<file path="config.mk">
export PLATFORM = sky130hd
export DESIGN_NAME = screen_idle_and_power_key_manager
export DESIGN_NICKNAME = d
export VERILOG_FILES = /design/src/rtl/core/sipkm_pkg.sv /design/src/rtl/core/screen_idle_and_power_key_manager.sv
export SDC_FILE = /design/constraint.sdc
export NUM_CORES = 1
export LEC_CHECK = 0
export ABC_AREA = 1
export ABC_CLOCK_PERIOD_IN_PS = 7300
export BUFFER_PORTS_ARGS = -buffer_cell sky130_fd_sc_hd__clkbuf_2
export CAP_MARGIN = 20
export CORE_MARGIN = 2
export CORE_UTILIZATION = 45
export DETAILED_ROUTE_END_ITERATION = 10
export SLEW_MARGIN = 20
export SYNTH_ARGS = -nofsm -noshare
export SYNTH_HDL_FRONTEND = slang
export SYNTH_SLANG_ARGS = --single-unit
</file>
<file path="constraint.sdc">
create_clock -name clk -period 7.3 [get_ports clk]
set_input_delay 0.73 -clock clk [delete_from_list [all_inputs] [get_ports clk]]
set_output_delay 0.73 -clock clk [all_outputs]
set_load 0.01 [all_outputs]
</file>
<file path="src/rtl/core/sipkm_pkg.sv">
`timescale 1ns / 1ps
// ----------------------------------------------------------------------------
// sipkm_pkg
// shared codes and widths for the screen idle and power key manager
// ----------------------------------------------------------------------------
package sipkm_pkg;

  localparam int unsigned TIMEOUT_W  = 24;
  localparam int unsigned CFG_DATA_W = 24;
  localparam int unsigned CFG_IDX_W  = 2;
  localparam int unsigned KIND_W     = 3;
  localparam int unsigned IN_DATA_W  = 8;
  localparam int unsigned OUT_DATA_W = 8;

  typedef enum logic [KIND_W-1:0] {
    KIND_TICK     = 3'd0,
    KIND_KEY      = 3'd1,
    KIND_MARK     = 3'd2,
    KIND_HOLD     = 3'd3,
    KIND_RELEASE  = 3'd4
  } kind_t;

  typedef enum logic [1:0] {
    KEV_OTHER     = 2'd0,
    KEV_CLICK     = 2'd1,
    KEV_LONG      = 2'd2,
    KEV_LONG_REL  = 2'd3
  } key_ev_t;

  typedef enum logic [CFG_IDX_W-1:0] {
    REG_ENABLE    = 2'd0,
    REG_TIMEOUT   = 2'd1,
    REG_PREP_HOOK = 2'd2
  } reg_idx_t;

  typedef struct packed {
    logic    capture_page_active;
    logic    touch_pressed;
    key_ev_t key_event;
    logic    key_is_power;
  } item_t;

  typedef struct packed {
    logic power_off_request;
    logic shutdown_prepare;
    logic awaiting_release;
    logic screen_on;
  } result_t;

endpackage

</file>
<file path="src/rtl/core/screen_idle_and_power_key_manager.sv">
`timescale 1ns / 1ps
// ----------------------------------------------------------------------------
// screen_idle_and_power_key_manager
// backlight, idle timeout, sleep hold and power key handling
//
// channel  dir  handshake         payload
// in_      in   tvalid / tready   tdata: event fields, tuser: kind
// out_     out  tvalid / tready   tdata: state and pulses after each word
// cfg_     in   valid / ready     index, data (cfg_ready always high)
//
// one word per cycle sustained while out_tready is high; an accepted word passes
// the input register, then the state update into the result register
// rst_n is synchronous, active low; resets state (screen lit), config and valids
// a stalled result holds the pipe; the input register still takes one word
// ----------------------------------------------------------------------------
module screen_idle_and_power_key_manager
  import sipkm_pkg::*;
#(
  parameter int unsigned IDLE_BITS = 24,
  parameter int unsigned HOLD_BITS = 8
) (
  input  logic                  clk,
  input  logic                  rst_n,
  input  logic                  in_tvalid,
  output logic                  in_tready,
  // [0] key_is_power, [2:1] key_event, [3] touch_pressed,
  // [4] capture_page_active, [7:5] zero
  input  logic [IN_DATA_W-1:0]  in_tdata,
  // [2:0] kind
  input  logic [KIND_W-1:0]     in_tuser,
  output logic                  out_tvalid,
  input  logic                  out_tready,
  // [0] screen_on, [1] awaiting_release, [2] shutdown_prepare,
  // [3] power_off_request, [7:4] zero
  output logic [OUT_DATA_W-1:0] out_tdata,
  input  logic                  cfg_valid,
  output logic                  cfg_ready,
  input  logic [CFG_IDX_W-1:0]  cfg_index,
  input  logic [CFG_DATA_W-1:0] cfg_data
);

  localparam int unsigned CMP_W = (IDLE_BITS > TIMEOUT_W) ? IDLE_BITS : TIMEOUT_W;
  localparam logic [IDLE_BITS-1:0] IDLE_MAX = {IDLE_BITS{1'b1}};
  localparam logic [HOLD_BITS-1:0] HOLD_MAX = {HOLD_BITS{1'b1}};

  // config
  logic                 enable_r;
  logic [TIMEOUT_W-1:0] timeout_r;
  logic                 prep_hook_r;

  // state
  logic                 lit_r, lit_nxt;
  logic                 wait_r, wait_nxt;
  logic [IDLE_BITS-1:0] idle_r, idle_nxt;
  logic [HOLD_BITS-1:0] hold_r, hold_nxt;
  logic                 touch_r, touch_nxt;

  // pipe
  logic                 s1_valid_r;
  item_t                s1_item_r;
  logic [KIND_W-1:0]    s1_kind_r;
  logic                 out_valid_r;
  result_t              res_r, res_nxt;

  logic                 s1_adv;
  logic                 in_acc;

  assign cfg_ready  = 1'b1;
  assign s1_adv     = s1_valid_r && (!out_valid_r || out_tready);
  assign in_tready  = !s1_valid_r || s1_adv;
  assign in_acc     = in_tvalid && in_tready;
  assign out_tvalid = out_valid_r;
  assign out_tdata  = {{(OUT_DATA_W-4){1'b0}}, res_r};

  always_ff @(posedge clk) begin
    if (!rst_n) begin
      enable_r    <= 1'b0;
      timeout_r   <= TIMEOUT_W'(30000);
      prep_hook_r <= 1'b0;
    end else if (cfg_valid) begin
      unique case (cfg_index)
        REG_ENABLE:    enable_r    <= cfg_data[0];
        REG_TIMEOUT:   timeout_r   <= cfg_data[TIMEOUT_W-1:0];
        REG_PREP_HOOK: prep_hook_r <= cfg_data[0];
        default: ;
      endcase
    end
  end

  always_ff @(posedge clk) begin
    if (!rst_n) begin
      s1_valid_r <= 1'b0;
    end else if (in_tready) begin
      s1_valid_r <= in_tvalid;
    end
  end

  always_ff @(posedge clk) begin
    if (in_acc) begin
      s1_item_r <= item_t'(in_tdata[4:0]);
      s1_kind_r <= in_tuser;
    end
  end

  always_comb begin
    logic [IDLE_BITS-1:0] idle_t;
    logic                 lit_t;
    logic                 act;
    lit_t    = lit_r;
    wait_nxt = wait_r;
    idle_t   = idle_r;
    hold_nxt = hold_r;
    touch_nxt = touch_r;
    act      = 1'b0;
    res_nxt  = '0;
    if (enable_r) begin
      case (s1_kind_r)
        KIND_TICK: begin
          if (idle_t != IDLE_MAX) idle_t = idle_t + 1'b1;
          act       = s1_item_r.touch_pressed && !touch_r;
          touch_nxt = s1_item_r.touch_pressed;
        end
        KIND_KEY: begin
          if (!s1_item_r.key_is_power) begin
            act = 1'b1;
          end else begin
            case (s1_item_r.key_event)
              KEV_CLICK: begin
                if (!lit_r && !wait_r) begin
                  act = 1'b1;
                end else if (!wait_r && !s1_item_r.capture_page_active) begin
                  lit_t  = !lit_r;
                  idle_t = '0;
                end
              end
              KEV_LONG: begin
                if (!wait_r) begin
                  wait_nxt = 1'b1;
                  res_nxt.shutdown_prepare = prep_hook_r;
                  lit_t = 1'b0;
                end
              end
              KEV_LONG_REL: res_nxt.power_off_request = wait_r;
              default: ;
            endcase
          end
        end
        KIND_MARK: act = 1'b1;
        KIND_HOLD: begin
          if (hold_r != HOLD_MAX) hold_nxt = hold_r + 1'b1;
          act = 1'b1;
        end
        KIND_RELEASE: begin
          if (hold_r != '0) begin
            hold_nxt = hold_r - 1'b1;
            idle_t   = '0;
          end
        end
        default: ;
      endcase
    end
    if (act) begin
      idle_t = '0;
      if (!lit_t && !wait_r) lit_t = 1'b1;
    end
    if (enable_r && (s1_kind_r == KIND_TICK) && (hold_r == '0) && lit_t &&
        (CMP_W'(idle_t) >= CMP_W'(timeout_r))) begin
      lit_t = 1'b0;
    end
    lit_nxt  = lit_t;
    idle_nxt = idle_t;
    res_nxt.screen_on        = lit_t;
    res_nxt.awaiting_release = wait_nxt;
  end

  always_ff @(posedge clk) begin
    if (!rst_n) begin
      lit_r   <= 1'b1;
      wait_r  <= 1'b0;
      idle_r  <= '0;
      hold_r  <= '0;
      touch_r <= 1'b0;
    end else if (s1_adv) begin
      lit_r   <= lit_nxt;
      wait_r  <= wait_nxt;
      idle_r  <= idle_nxt;
      hold_r  <= hold_nxt;
      touch_r <= touch_nxt;
    end
  end

  always_ff @(posedge clk) begin
    if (!rst_n) begin
      out_valid_r <= 1'b0;
    end else if (!out_valid_r || out_tready) begin
      out_valid_r <= s1_valid_r;
    end
  end

  always_ff @(posedge clk) begin
    if (s1_adv) begin
      res_r <= res_nxt;
    end
  end

endmodule

</file>
==> metrics.yaml, run 1 <==
status: "completed"
multi_input_area_sq_um: 2930
core_area_sq_um: 10900
cts_resized: 0
slew_violations: 0
ios: 53
cts_made_buffers: 9
firstDrtPassIters: 5
worst_r2r_endpoint: "out_tdata[0]$_DFFE_PP_"
num_rows: 38
postRouteAntennaNets: 0
ys_warn_count: 0
fp.dieH_microns: 110
cts_max_path_buffers: 2
post-dp-hpwl_microns: 9440
worst_skew_pair.late_latency_ps: 330
die_x_microns: 110
rr_worst_depth: 15
fmax_mhz: 253
fill_cells: 1120
synth_edf_count: 12
vias_per_cell: 5.24
finalSetupTns_ps: 0
cellPowerDensity_nw_per_um2: 187
async_flop_share_pct: 0
port_buffers: 44
cp-start-kind: "flop"
cts.sinks: 75
synth_cell_types: 51
finalNetCount: 818
synth_cells: 711
worst_pin_slew_ps: 1110
ys_ff_latch: 75
yosys_most_used_dff: "dfxtp_1"
setup_violations: 0
synth_commonest_cells: "nand2_1, inv_1, a21oi_1"
start_util_pct: 46.6
critical_path_class: "reg2reg"
crit_fanout: 25
vdd_ir_drop_max_mv: 0.161
hold_path.class: "reg2reg"
drt_iter0_markers: 251
clk_pin_slew_ps: 60
die_area_sq_um: 12200
yosysSeqAreaShare_pct: 31.8
root_buffer: "clkbuf_16"
grt_pass1_vias: 4411
holdBufCountCts: 0
wl_per_cell_microns: 14.1
netlist_area_sq_um: 5090
cts_tree: "done"
startpoint: "s1_kind_r[0]$_DFFE_PP_"
gp_congestion: 0.909
cts-htree-levels: 3
maxCapViolations: 0
worstSetupEndpointType: "flop"
reg2reg_slack_ps: 3350
finalClockSkew_ps: 3.99
post-route-min-period_ps: 3950
power.leakage_nw: 2.54
areaGrowthSynthToFinish_pct: 11.2
antenna_cells: 0
synthTopCellsByArea: "dfxtp_1, nand2_1, ha_1"
drc: 0
cp.required_ps: 7390
ff_latch_area_sq_um: 1620
arrival_ps: 4040
critPathCapture: "out_tdata[0]$_DFFE_PP_"
post_cts_buffers: 0
yosysTopAreaCell: "dfxtp_1"
r2r-start: "s1_kind_r[0]$_DFFE_PP_"
overflow: 0
synth_top_area_share_pct: 24.8
period_share_pct: 54.1
routed_wl_microns: 12500
dr_total_vias: 4646
avgSynthCellArea_sq_um: 7.16
track_usage_pct: 22.4
grt_pass1_wl_microns: 21300
synth_most_common_cell: "nand2_1"
antenna_found_initial: 0
hold_slack_ps: 467
relSlewSlack_pct: 25.7
finalHoldViolCount: 0
grt_max_degree: 58
rsz0062_at_grt: "false"
drive_above_1_share_pct: 15.7
## power by group
part	internal, W	switching, W
logic	0.0000510	0.0000876
registers	0.000440	0.0000183
clock network	0.000296	0.000168
total	0.000788	0.000274
## critical path, stage by stage, from the launching register on
cell	delay [ps]
edfxtp_1	480
nor2_1	170
nand2_1	210
o311ai_1	290
nand2_1	630
nand2_1	320
a21oi_1	110
ha_1	340
nand2_1	70
inv_1	50
nand3_1	80
nor3_1	310
nand4_1	130
nand4_1	180
nand3_1	130
and2_1	170
## cell type report
cell class | count | share of cell area [%]
clock buffer | 10 | 4.04
clock inverter | 6 | 1.41
inverter | 104 | 6.89
multi-input combinational | 505 | 51.8
sequential | 75 | 28.6
tap | 140 | 3.09
timing repair buffer | 46 | 4.15
## cell families after synthesis
kind of cell               synth area share, %
and+or+nand+nor                           27.2
AOI/OAI and AO/OA                         19.9
buffers and inverters                     10.8
DFF                                       31.8
adders and majority gates                 8.75
xor gates and xnor gates                  1.38
other                                    0.147
## worst min path at each step
stage / start / end / slack (ps) / cells past startpoint
detailed placement: timeout_r[7]$_SDFFE_PN0P_ / timeout_r[7]$_SDFFE_PN0P_ / 460 / 2
floorplan: timeout_r[11]$_SDFFE_PN0P_ / timeout_r[11]$_SDFFE_PN0P_ / 440 / 2
global route: timeout_r[15]$_SDFFE_PN0P_ / timeout_r[15]$_SDFFE_PN0P_ / 480 / 2
finish: timeout_r[7]$_SDFFE_PN0P_ / timeout_r[7]$_SDFFE_PN0P_ / 470 / 2
global placement: timeout_r[6]$_SDFFE_PN0P_ / timeout_r[6]$_SDFFE_PN0P_ / 460 / 2
CTS: timeout_r[2]$_SDFFE_PN0P_ / timeout_r[2]$_SDFFE_PN0P_ / 470 / 2
## placed cells by master, fill, tap and decap left out, types with 5 or more instances in the layout
master	instances
dfxtp_1	63
a21oi_2	8
ha_1	34
nor2_1	38
clkbuf_16	9
o21ai_1	5
nor2_2	8
o21bai_1	6
edfxtp_1	12
nand2_2	10
inv_2	7
inv_1	96
nand4_1	13
a21oi_1	78
nand3_1	48
clkbuf_2	44
nor2_4	6
nand2_1	121
conb_1	5
o21ai_0	62
o211ai_1	8
xor2_1	7
nand3_2	6
nor3_1	8
## flip-flops by register name, indices dropped and copies added, names as in the netlist
signal	count
lit_r	1
touch_r	1
idle_r	24
wait_r	1
timeout_r	24
out_tvalid	1
s1_item_r	5
out_tdata	4
s1_kind_r	3
hold_r	8
enable_r	1
s1_valid_r	1
prep_hook_r	1
## stage by stage
step | util (%) | total power, W | instances | setup WS [ps] | cell area [sq um]
floorplan | - | 0.000566 | 714 | 4460 | 5100
global placement | 49.0 | 0.000601 | 870 | 3380 | 5360
detailed placement | 49.0 | 0.000606 | 870 | 3360 | 5360
CTS | 51.8 | 0.00107 | 886 | 3340 | 5660
global route | 51.8 | 0.00111 | 886 | 2950 | 5660
finish | 51.8 | 0.00106 | 886 | 3350 | 5660
## routing by layer
metal	GRT usage [%]	share of wire, %	vias to the layer above
li1	-	-	2428
met3	3.64	3.9	11
met5	0	0	-
met1	31.0	49	2108
met4	6.52	1.4	0
met2	35.9	46	99
Power figures use the tool's default switching activity.
==> inputs of run 2 (changes only) <==
- ABC_CLOCK_PERIOD_IN_PS: 7300 -> 4100
- clock period: 7.3 -> 4.1 ns (I/O delays scaled with it)
==> run 2 against run 1 <==
  * Final cell count is 1.0% higher
  * First-iteration DRC count increased by 3.6%
  * Non-clock buffer count is 9 higher
  * Largest cell class unchanged
  * Core utilization grew 0.40 points
  * Critical path type unchanged
  * Largest power group is now registers
  * Count of clock-buffer cells in the layout unchanged
  * Final area is 0.77% higher
  * Maximum frequency up 10%
  * Clock power increased by 67%
  * Combinational power rose by 83%
  * Critical path depth up 4
  * Via count up 1.1%
==> metrics.yaml, run 2 (synthesis results as in run 1) <==
status: "completed"
clk_pin_slew_ps: 60  # about the same
hold_depth: 1  # -1
antenna_cells: 0  # unchanged
num_rows: 38  # unchanged
rsz0062_at_grt: "false"
dr_total_vias: 4695  # +1.1%
ff_latch_area_sq_um: 1620  # unchanged
finalSetupTns_ps: 0  # unchanged
die_x_microns: 110  # unchanged
power.leakage_nw: 2.58  # +1.4%
cp.required_ps: 4200  # -3190 ps
crit_fanout: 16  # -36%
multi_input_area_sq_um: 2930  # unchanged
vdd_ir_drop_max_mv: 0.244  # +52%
areaGrowthSynthToFinish_pct: 12.1
cts_resized: 0  # unchanged
cellPowerDensity_nw_per_um2: 323  # +72%
post-route-min-period_ps: 3580  # -373 ps
place_inst: 879  # +1.0%
root_buffer: "clkbuf_16"
cp-start-kind: "flop"
worstSetupEndpointType: "flop"
vias_per_cell: 5.25  # about the same
post_cts_buffers: 0  # unchanged
placed_area_sq_um: 5420  # +1.3%
hold_path.class: "in2reg"
maxCapViolations: 0  # unchanged
setup_violations: 0  # unchanged
period_share_pct: 87.3  # +33 points
hold_end: "s1_item_r[3]$_DFFE_PP_"
ios: 53  # unchanged
cts_max_path_buffers: 2  # unchanged
fill_cells: 1081  # -3.5%
start_util_pct: 46.6  # unchanged
overflow: 0  # unchanged
final_common_cell: "nand2_1"
antenna_found_initial: 0  # unchanged
relSlewSlack_pct: 46.8  # +21 points
drive_above_1_share_pct: 17.0  # +1.3 points
r2r-start: "s1_kind_r[1]$_DFFE_PP_"
cts_tree: "done"
die_area_sq_um: 12200  # unchanged
final.setup.worst_slack_ps: 521  # -2830 ps
core_area_sq_um: 10900  # unchanged
reg2reg_slack_ps: 520  # -2830 ps
top_regs: "idle_r (24), timeout_r (24), hold_r (8)"
dp_slack_ps: 517  # -2840 ps
grt_pass1_wl_microns: 21200  # -0.13%
finalHoldViolCount: 0  # unchanged
drt_iter0_markers: 260  # +3.6%
hold_path.startpoint: "in_tdata[3]"
post-dp-hpwl_microns: 9840  # +4.3%
track_usage_pct: 22.7  # +0.29 points
cts_made_buffers: 9  # unchanged
wl_per_cell_microns: 14.2  # +0.93%
grt_pass1_vias: 4343  # -1.5%
fp.dieH_microns: 110  # unchanged
cts-htree-levels: 3  # unchanged
fmax_mhz: 279  # +10%
rr_worst_depth: 19  # +4
worst_r2r_endpoint: "out_tdata[0]$_DFFE_PP_"
postRouteAntennaNets: 0  # unchanged
gp_congestion: 0.914  # +0.48%
grt_max_degree: 50  # -14%
arrival_ps: 3670  # -370 ps
slew_violations: 0  # unchanged
fin_util_pct: 52.2  # +0.40 points
startpoint: "s1_kind_r[1]$_DFFE_PP_"
holdBufCountCts: 0  # unchanged
drc: 0  # unchanged
firstDrtPassIters: 5  # unchanged
port_buffers: 44  # unchanged
final_cell_count_no_fill: 895  # +1.0%
worst_skew_pair.late_latency_ps: 340  # about the same
finalClockSkew_ps: 4.20  # +0.209 ps
finalNetCount: 827  # +1.1%
mostFrequentLayoutCells: "nand2_1, inv_1, a21oi_1"
critical_path_class: "reg2reg"
routed_wl_microns: 12700  # +2.0%
finalInstanceArea_sq_um: 5710  # +0.77%
cts.sinks: 75  # unchanged
worst_pin_slew_ps: 797  # -311 ps
-- run 2: cell count changes in the layout (fill, tap and decap cells not counted), sizes merged --
cell	previous run	this run
bufinv	2	1
clkinvlp	0	1
buf	2	11
-- run 2: worst max-delay path, cell delays in order (launching register included) --
cell      delay (ps)
edfxtp_1         460
nor2_1           230
nand3_1          130
a21oi_2          150
nand2_2          150
nor2_4           390
inv_1            130
nor2_1           110
nand2_1           70
nand3_2           90
inv_1             40
ha_1             260
nand2_1           60
inv_1             50
nand3_1           70
nor3_1           320
nand4_1          150
nand4_1          180
nand3_1          120
and2_1           160
-- run 2: layer usage --
layer,vias to the layer above,global-route usage (%),wire (microns)
met1,2131,31.5,6500
met5,-,0,0
met3,16,4.23,452
li1,2451,-,-
met4,0,8.48,270
met2,97,35.0,5530
-- run 2: cell type report --
type                       instances  share of cell area, %
multi-input combinational        505                   51.4
sequential                        75                   28.4
inverter                         104                   6.84
timing repair buffer              55                   5.30
clock buffer                      10                   4.01
tap                              140                   3.07
clock inverter                     6                  0.986
-- run 2: stage by stage --
stage / power, W / hold WS [ps]
detailed placement: 0.00108 / 457
global route: 0.00193 / 232
global placement: 0.00108 / 458
finish: 0.00184 / 244
floorplan: 0.00101 / 435
CTS: 0.00187 / 232
-- run 2: worst max path at each step --
stage	to
floorplan	out_tdata[0]$_DFFE_PP_
global placement	out_tdata[0]$_DFFE_PP_
detailed placement	out_tdata[0]$_DFFE_PP_
CTS	out_tdata[0]$_DFFE_PP_
global route	out_tdata[0]$_DFFE_PP_
finish	out_tdata[0]$_DFFE_PP_
-- run 2: power by group --
| part | total [W] | switching [W] | internal, W |
|---|---|---|---|
| Sequential | 0.000813 | 0.0000292 | 0.000784 |
| Clock | 0.000777 | 0.000311 | 0.000466 |
| Combinational | 0.000255 | 0.000160 | 0.0000953 |
| Total | 0.00184 | 0.000500 | 0.00134 |
